### src/okec_pkg.sv
`timescale 1ns / 1ps

package okec_pkg;

  localparam logic [7:0] CH_HASH  = 8'h23;  // '#' escape for low bytes
  localparam logic [7:0] CH_TILDE = 8'h7e;  // '~' escape for high bytes
  localparam logic [7:0] CH_BANG  = 8'h21;  // '!' string terminator
  localparam logic [7:0] CH_NUL   = 8'h00;

  localparam logic [15:0] COUNT_MAX = 16'hffff;

  localparam logic MODE_ENCODE = 1'b0;
  localparam logic MODE_DECODE = 1'b1;

  // results caused by one request, at most three
  typedef struct packed {
    logic [1:0]  cnt;
    logic [7:0]  b0;
    logic [7:0]  b1;
    logic [7:0]  b2;
    logic        byte_valid;
    logic        string_done;
    logic        bad_escape;
    logic [15:0] consumed_count;
  } bundle_t;

  function automatic logic [7:0] hex_char(input logic [3:0] nib);
    logic [7:0] c;
    if (nib < 4'd10) begin
      c = 8'h30 + {4'd0, nib};
    end else begin
      c = 8'h61 + {4'd0, nib} - 8'd10;
    end
    return c;
  endfunction

  // returns {1'b1, 4'bx} style: bit 4 set when not a hex digit
  function automatic logic [4:0] hex_value(input logic [7:0] c);
    logic [4:0] v;
    if (c >= 8'h30 && c <= 8'h39) begin
      v = {1'b0, c[3:0]};
    end else if ((c >= 8'h61 && c <= 8'h66) || (c >= 8'h41 && c <= 8'h46)) begin
      v = {1'b0, c[3:0] + 4'd9};
    end else begin
      v = 5'h10;
    end
    return v;
  endfunction

endpackage

### src/okec_core.sv
`timescale 1ns / 1ps

module okec_core (
  input  logic             clk,
  input  logic             rst,
  input  logic             cfg_wr_en,
  input  logic             cfg_wr_data,
  input  logic             step,
  input  logic [7:0]       item_byte,
  input  logic             item_eos,
  output okec_pkg::bundle_t bundle
);
  import okec_pkg::*;

  typedef enum logic [1:0] {
    PH_IDLE = 2'd0,
    PH_HIGH = 2'd1,
    PH_LOW  = 2'd2,
    PH_SKIP = 2'd3
  } phase_t;

  logic        mode;
  phase_t      phase, phase_next;
  logic [3:0]  high_nibble, high_nibble_next;
  logic [15:0] consumed, consumed_next;

  logic        term;
  logic [4:0]  hv;
  logic [15:0] consumed_inc;

  assign term         = item_eos || item_byte == CH_BANG || item_byte == CH_NUL;
  assign hv           = item_eos ? 5'h10 : hex_value(item_byte);
  assign consumed_inc = (consumed == COUNT_MAX) ? consumed : consumed + 16'd1;

  always_comb begin
    bundle           = '0;
    phase_next       = phase;
    high_nibble_next = high_nibble;
    consumed_next    = consumed;
    if (mode == MODE_ENCODE) begin
      bundle.byte_valid = 1'b1;
      if (item_eos) begin
        bundle.cnt         = 2'd1;
        bundle.b0          = CH_BANG;
        bundle.string_done = 1'b1;
      end else if (item_byte <= CH_HASH || item_byte >= CH_TILDE) begin
        bundle.cnt = 2'd3;
        bundle.b0  = (item_byte <= CH_HASH) ? CH_HASH : CH_TILDE;
        bundle.b1  = hex_char(item_byte[7:4]);
        bundle.b2  = hex_char(item_byte[3:0]);
      end else begin
        bundle.cnt = 2'd1;
        bundle.b0  = item_byte;
      end
    end else begin
      unique case (phase)
        PH_IDLE: begin
          if (term) begin
            bundle.cnt            = 2'd1;
            bundle.string_done    = 1'b1;
            bundle.consumed_count = consumed;
            phase_next            = PH_IDLE;
            high_nibble_next      = '0;
            consumed_next         = '0;
          end else begin
            consumed_next = consumed_inc;
            if (item_byte == CH_HASH || item_byte == CH_TILDE) begin
              phase_next = PH_HIGH;
            end else begin
              bundle.cnt        = 2'd1;
              bundle.b0         = item_byte;
              bundle.byte_valid = 1'b1;
            end
          end
        end
        PH_SKIP: begin
          if (term) begin
            bundle.cnt         = 2'd1;
            bundle.string_done = 1'b1;
            bundle.bad_escape  = 1'b1;
            phase_next         = PH_IDLE;
            high_nibble_next   = '0;
            consumed_next      = '0;
          end
        end
        PH_HIGH, PH_LOW: begin
          if (hv[4]) begin
            bundle.cnt        = 2'd1;
            bundle.bad_escape = 1'b1;
            if (term) begin
              bundle.string_done = 1'b1;
              phase_next         = PH_IDLE;
              high_nibble_next   = '0;
              consumed_next      = '0;
            end else begin
              phase_next = PH_SKIP;
            end
          end else begin
            consumed_next = consumed_inc;
            if (phase == PH_HIGH) begin
              high_nibble_next = hv[3:0];
              phase_next       = PH_LOW;
            end else begin
              bundle.cnt        = 2'd1;
              bundle.b0         = {high_nibble, hv[3:0]};
              bundle.byte_valid = 1'b1;
              phase_next        = PH_IDLE;
              high_nibble_next  = '0;
            end
          end
        end
        default: begin
          phase_next = PH_IDLE;
        end
      endcase
    end
  end

  always_ff @(posedge clk) begin
    if (rst) begin
      mode        <= MODE_ENCODE;
      phase       <= PH_IDLE;
      high_nibble <= '0;
      consumed    <= '0;
    end else if (cfg_wr_en) begin
      mode        <= cfg_wr_data;
      phase       <= PH_IDLE;
      high_nibble <= '0;
      consumed    <= '0;
    end else if (step) begin
      phase       <= phase_next;
      high_nibble <= high_nibble_next;
      consumed    <= consumed_next;
    end
  end

  a_done_clears: assert property (@(posedge clk) disable iff (rst)
    step && bundle.string_done && mode == MODE_DECODE |=> phase == PH_IDLE && consumed == '0)
    else $error("decode state not cleared after string end");

  a_three_only_encode: assert property (@(posedge clk) disable iff (rst)
    bundle.cnt == 2'd3 |-> mode == MODE_ENCODE && !bundle.string_done)
    else $error("escape triple outside encode");

endmodule

### src/okec_out.sv
`timescale 1ns / 1ps

module okec_out (
  input  logic              clk,
  input  logic              rst,
  input  logic              load,
  input  okec_pkg::bundle_t bundle,
  output logic              free,
  output logic              out_valid,
  input  logic              out_stall,
  output logic [7:0]        out_byte,
  output logic              byte_valid,
  output logic              last_of_run,
  output logic              string_done,
  output logic              bad_escape,
  output logic [15:0]       consumed_count
);
  import okec_pkg::*;

  logic        valid;
  logic [1:0]  remaining;
  logic [7:0]  b0, b1, b2;
  logic        bv, done, bad;
  logic [15:0] count;
  logic        take;

  assign take = valid && !out_stall;
  assign free = !valid || (take && remaining == 2'd1);

  always_ff @(posedge clk) begin
    if (rst) begin
      valid     <= 1'b0;
      remaining <= '0;
    end else if (load) begin
      valid     <= 1'b1;
      remaining <= bundle.cnt;
    end else if (take) begin
      remaining <= remaining - 2'd1;
      if (remaining == 2'd1) begin
        valid <= 1'b0;
      end
    end
  end

  always_ff @(posedge clk) begin
    if (load) begin
      b0    <= bundle.b0;
      b1    <= bundle.b1;
      b2    <= bundle.b2;
      bv    <= bundle.byte_valid;
      done  <= bundle.string_done;
      bad   <= bundle.bad_escape;
      count <= bundle.consumed_count;
    end else if (take) begin
      b0 <= b1;
      b1 <= b2;
    end
  end

  assign out_valid      = valid;
  assign out_byte       = b0;
  assign byte_valid     = bv;
  assign last_of_run    = remaining == 2'd1;
  assign string_done    = done;
  assign bad_escape     = bad;
  assign consumed_count = count;

  a_valid_has_beats: assert property (@(posedge clk) disable iff (rst)
    valid |-> remaining != 2'd0)
    else $error("output valid with no beats left");

  a_drain_empties: assert property (@(posedge clk) disable iff (rst)
    take && remaining == 2'd1 && !load |=> !valid)
    else $error("output still valid after last beat");

  a_load_when_free: assert property (@(posedge clk) disable iff (rst)
    load |-> free && bundle.cnt != 2'd0)
    else $error("output loaded while busy or with no result");

endmodule

### src/ordered_key_escape_codec_core.sv
`timescale 1ns / 1ps

// order-preserving escape codec. cfg_wr_data selects the mode (0 encode, 1 decode);
// a write also resets the decode state. a request sits in an input register, is
// turned into its results combinationally and handed to a small output buffer, so
// decode and plain encode bytes run at one request per cycle while out_stall is
// low. an escaped encode byte yields three results ('#' or '~' and two hex
// digits) which leave the output buffer one at a time; the next request waits
// in the input register meanwhile. requests that produce no result (escape
// start, high digit, bytes skipped after an error) never wait on the output side.
module ordered_key_escape_codec_core (
  input  logic        clk,
  input  logic        rst,
  // configuration
  input  logic        cfg_wr_en,
  input  logic        cfg_wr_data,
  // input channel
  input  logic        in_valid,
  output logic        in_stall,
  input  logic [7:0]  byte_value,
  input  logic        end_of_string,
  // output channel
  output logic        out_valid,
  input  logic        out_stall,
  output logic [7:0]  out_byte,
  output logic        byte_valid,
  output logic        last_of_run,
  output logic        string_done,
  output logic        bad_escape,
  output logic [15:0] consumed_count
);
  import okec_pkg::*;

  // input register
  logic       s1_valid;
  logic [7:0] s1_byte;
  logic       s1_eos;

  bundle_t bundle;
  logic    out_free;
  logic    s1_adv;
  logic    accept;

  // a request with no result retires without touching the output buffer
  assign s1_adv   = s1_valid && (out_free || bundle.cnt == 2'd0);
  assign in_stall = s1_valid && !s1_adv;
  assign accept   = in_valid && !in_stall;

  always_ff @(posedge clk) begin
    if (rst) begin
      s1_valid <= 1'b0;
    end else if (accept) begin
      s1_valid <= 1'b1;
    end else if (s1_adv) begin
      s1_valid <= 1'b0;
    end
  end

  always_ff @(posedge clk) begin
    if (accept) begin
      s1_byte <= byte_value;
      s1_eos  <= end_of_string;
    end
  end

  // mode register, decode state and result generation
  okec_core u_core (
    .clk        (clk),
    .rst        (rst),
    .cfg_wr_en  (cfg_wr_en),
    .cfg_wr_data(cfg_wr_data),
    .step       (s1_adv),
    .item_byte  (s1_byte),
    .item_eos   (s1_eos),
    .bundle     (bundle)
  );

  // result buffer, emits one result per cycle while out_stall is low
  okec_out u_out (
    .clk           (clk),
    .rst           (rst),
    .load          (s1_adv && bundle.cnt != 2'd0),
    .bundle        (bundle),
    .free          (out_free),
    .out_valid     (out_valid),
    .out_stall     (out_stall),
    .out_byte      (out_byte),
    .byte_valid    (byte_valid),
    .last_of_run   (last_of_run),
    .string_done   (string_done),
    .bad_escape    (bad_escape),
    .consumed_count(consumed_count)
  );

endmodule
### config.mk
export PLATFORM = sky130hd
export DESIGN_NAME = ordered_key_escape_codec_core
export DESIGN_NICKNAME = d
export VERILOG_FILES = /design/src/okec_pkg.sv /design/src/okec_core.sv /design/src/okec_out.sv /design/src/ordered_key_escape_codec_core.sv
export SDC_FILE = /design/constraint.sdc
export NUM_CORES = 1
export LEC_CHECK = 0
export BUFFER_PORTS_ARGS = -buffer_cell sky130_fd_sc_hd__buf_2
export CAP_MARGIN = 20
export CORE_ASPECT_RATIO = 0.75
export CORE_UTILIZATION = 45
export DETAILED_ROUTE_END_ITERATION = 6
export GPL_ROUTABILITY_DRIVEN = 0
export PLACE_DENSITY_LB_ADDON = 0.05
export SYNTH_ARGS = -nofsm -noshare
export SYNTH_HDL_FRONTEND = slang
export SYNTH_HIERARCHICAL = 1
export SYNTH_SLANG_ARGS = --single-unit
### constraint.sdc
create_clock -name clk -period 14.75 [get_ports clk]
set_clock_uncertainty 0.2 [all_clocks]
set_input_delay 1.475 -clock clk [delete_from_list [all_inputs] [get_ports clk]]
set_output_delay 1.475 -clock clk [all_outputs]
set_load 0.05 [all_outputs]
==> summary.md <==
| Metric | Value |
|---|---|
| Run status | finished, final reports clean |
| Post-detail-place hpwl | 6.87 mm |
| Flop pwr share | 0.480 |
| Share of layout cells above drive strength 1 | 0.221 |
| Die height | 87.5 µm |
| Arrival @ worst endpoint | 3.75 ns |
| First-iteration detailed-routing DRC count | 327 |
| Critical path class | reg -> out |
| Sw frac | 0.279 |
| Slew margin rel. | 0.493 |
| Worst VDD drop | 0.0571 mV |
| Root Buffer | clkbuf_16 |
| Worst slew pin tran | 0.755 ns |
| Largest net degree at the start of global routing | 36 |
| Fin area | 4930 µm² |
| H-Tree Depth | 3 |
| Final setup fails | 0 |
| Total iterations of the first detailed-routing run | 5 |
| Synth top area cells | edfxtp_1, dfxtp_1, ha_1 |
| Insertion delay to the later sink of the worst-skew pair | 0.34 ns |
| Buffers on Ports | 44 |
| Starting Density | 0.473 |
| Asr flop ratio synth | 0 |
| Hold WS | 0.263 ns |
| Min-Delay Path Class | reg -> reg |
| Internal | 386 µW |
| Unique masters post-synth | 71 |
| Crit path time final | 5.43 ns |
| GRT Util Overall | 0.204 |
| Pleak | 0.00182 µW |
| Chip width | 116 µm |
| Final Hold Fails | 0 |
| Crit share post-route | 0.368 |
| Yosys warnings | 6 |
| I/O pin cnt | 45 |
| CP Max Fanout | 14 |
| DP Area | 4650 µm² |
| CTS hold repair buffers | 0 |
| Required time worst endpoint | 13.07 ns |
| Antenna Nets Post-Route | 0 |
| DR vias/cell | 5.57 |
| Setup bufs post-CTS | 0 |
| Sw power | 149 µW |
| Largest area contributor in the netlist | edfxtp_1 |
| RSZ-0062 raised after global routing | false |
| Reg clk slew, reported paths | 0.07 ns |
| Final core occ | 0.532 |
| Post-synth top area share | 0.356 |
| Clock Sinks | 79 |
| Fmax | 184 MHz |
| DR WL/cell | 16.1 µm |
| # diodes | 0 |
| Post-synthesis register bit count | 79 |
| Core area | 9270 µm² |
| First-pass GRT wire length | 15.5 mm |
| Max cap viols | 0 |
| CP Capture Type | output port |
| CTS tree | done |
| Avg Cell Area, Syn | 10.3 µm² |
| Clk pwr share | 0.388 |
| Area Overhead vs Synth | 12.4% |
| CP startpoint kind | register |
| Number of global-route vias before repair | 2,972 |
| Power density over cell area | 109 nW/µm² |
| Final slew viol count | 0 |
| Initial antenna violation count | 0 |
| Combinational Power Share | 0.132 |
| Syn Inst Count | 425 |
| Placement Rows | 30 |
| Register area share after synthesis | 0.479 |
| Synthesized cell area | 4390 µm² |
| EDFF count, synth | 52 |
| Most common flop cell mapped by yosys | edfxtp_1 |
| Vias | 3,315 |
| Full die area | 10,200 µm² |
| Post-cts sizing count | 0 |
| Grt ovf | 0 |
| Num CTS Buffers | 9 |
| Total routed wirelength | 9.60 mm |
| Setup TNS | 0 ns |
| Clock Tree Buf Depth | 2 |
| Net count, final | 493 |
| Drt drc | 0 |
metrics by stage:
stage	total power (µW)	instances	setup slack [ns]
3_3_place_gp	332	579	9.86
3_5_place_dp	332	579	9.77
4_1_cts	541	595	9.38
2_1_floorplan	316	426	9.92
6_report	536	595	9.32
5_1_grt	557	595	8.92
final timing paths:
path / start / endpoint / slack [ns] / depth (start not counted)
worst max-delay path: s1_byte[1] / in_stall / 9.32 / 12
worst min-delay path: u_core/high_nibble[3] / u_core/high_nibble[3] / 0.26 / 2
worst max register to register: s1_byte[1] / u_out/out_byte[1] / 10.02 / 13
worst min register to register: u_core/high_nibble[3] / u_core/high_nibble[3] / 0.26 / 2
cell usage after synthesis, types with 6 or more instances:
cell type,number
a31oi_1,8
nand3_1,17
edfxtp_1,52
o21ai_0,21
nor2_1,31
mux2_2,16
and3_1,6
a211oi_1,6
and2_1,22
clkbuf_1,6
ha_1,16
nor3_1,6
nand2_1,26
inv_1,20
nor2b_1,7
dfxtp_1,27
a21oi_1,33
flip-flops by register name, summed over array words and instances, names as in the netlist:
name	flops
u_out/out_byte	8
s1_byte	8
u_out/consumed_count	16
u_core/phase	2
u_out/remaining	2
u_out/bad_escape	1
u_out/string_done	1
s1_eos	1
u_out/byte_valid	1
u_core/high_nibble	4
u_out/b1	8
s1_valid	1
u_core/mode	1
u_out/b2	8
u_out/out_valid	1
u_core/consumed	16
cell type report:
cell class	instances	area, µm²
fillers	869	4340
clock buffers	9	225
clock inverters	7	56.3
repair buffers	46	235
well taps	128	160
flip-flops and latches	79	2100
inverters	20	75.1
multi-input cells	306	2080
power groups by stage:
stage          clock, µW  sequential (µW)  combinational [µW]
2_1_floorplan          0              275                41.6
3_3_place_gp           0              262                70.4
3_5_place_dp           0              262                70.1
4_1_cts              214              257                70.6
5_1_grt              222              259                76.7
6_report             208              257                70.9
critical path: stages (launching register included):
cell      delay (ns)
edfxtp_1        0.67
inv_1           0.20
ha_1            0.27
nor3b_2         0.23
nor4b_1         0.10
o22ai_1         0.31
nand2_2         0.21
nand2_1         0.14
a211oi_1        0.05
o311ai_0        0.64
o21ai_2         0.16
nor2_2          0.15
buf_2           0.28
logic make-up (layout without fill, tap and decap cells):
| logic type | count (synthesis) | count (layout) | share of synthesized area |
|---|---|---|---|
| AND/OR/NAND/NOR | 144 | 144 | 0.178 |
| AO/OA/AOI/OAI | 119 | 119 | 0.186 |
| flip-flops | 79 | 79 | 0.479 |
| buffers and inverters | 41 | 82 | 0.0502 |
| multiplexers | 19 | 19 | 0.0479 |
| adder cells (fa/ha/maj) | 16 | 16 | 0.0456 |
| XOR/XNOR | 6 | 6 | 0.0120 |
| other | 1 | 2 | 0.000854 |
per-layer routing:
metal  global-route usage  vias to the layer above  part of all wire
li1                     -                     1634                 -
met1                0.315                     1554              0.54
met2                0.274                      113              0.39
met3               0.0484                       14             0.057
met4               0.0711                        0             0.013
met5                    0                        -                 0
cell usage in the layout, fill, tap and decap left out, types with 4 or more instances in the layout:
master,netlist,layout
nor2_1,31,30
edfxtp_1,52,52
a21oi_1,33,33
nand3_1,17,17
buf_2,5,44
o21ai_0,21,21
ha_1,16,16
o21bai_1,4,4
o22ai_1,5,5
nor2b_1,7,7
or2_2,4,4
and3_1,6,6
xnor2_1,4,4
a22o_1,5,5
o21a_1,5,5
inv_1,20,20
mux2_2,16,16
dfxtp_1,27,27
nor3_1,6,6
clkbuf_16,0,9
a31oi_1,8,8
a211oi_1,6,6
nand2_1,26,26
and2_1,22,22
(Power assumes the default switching activity.)
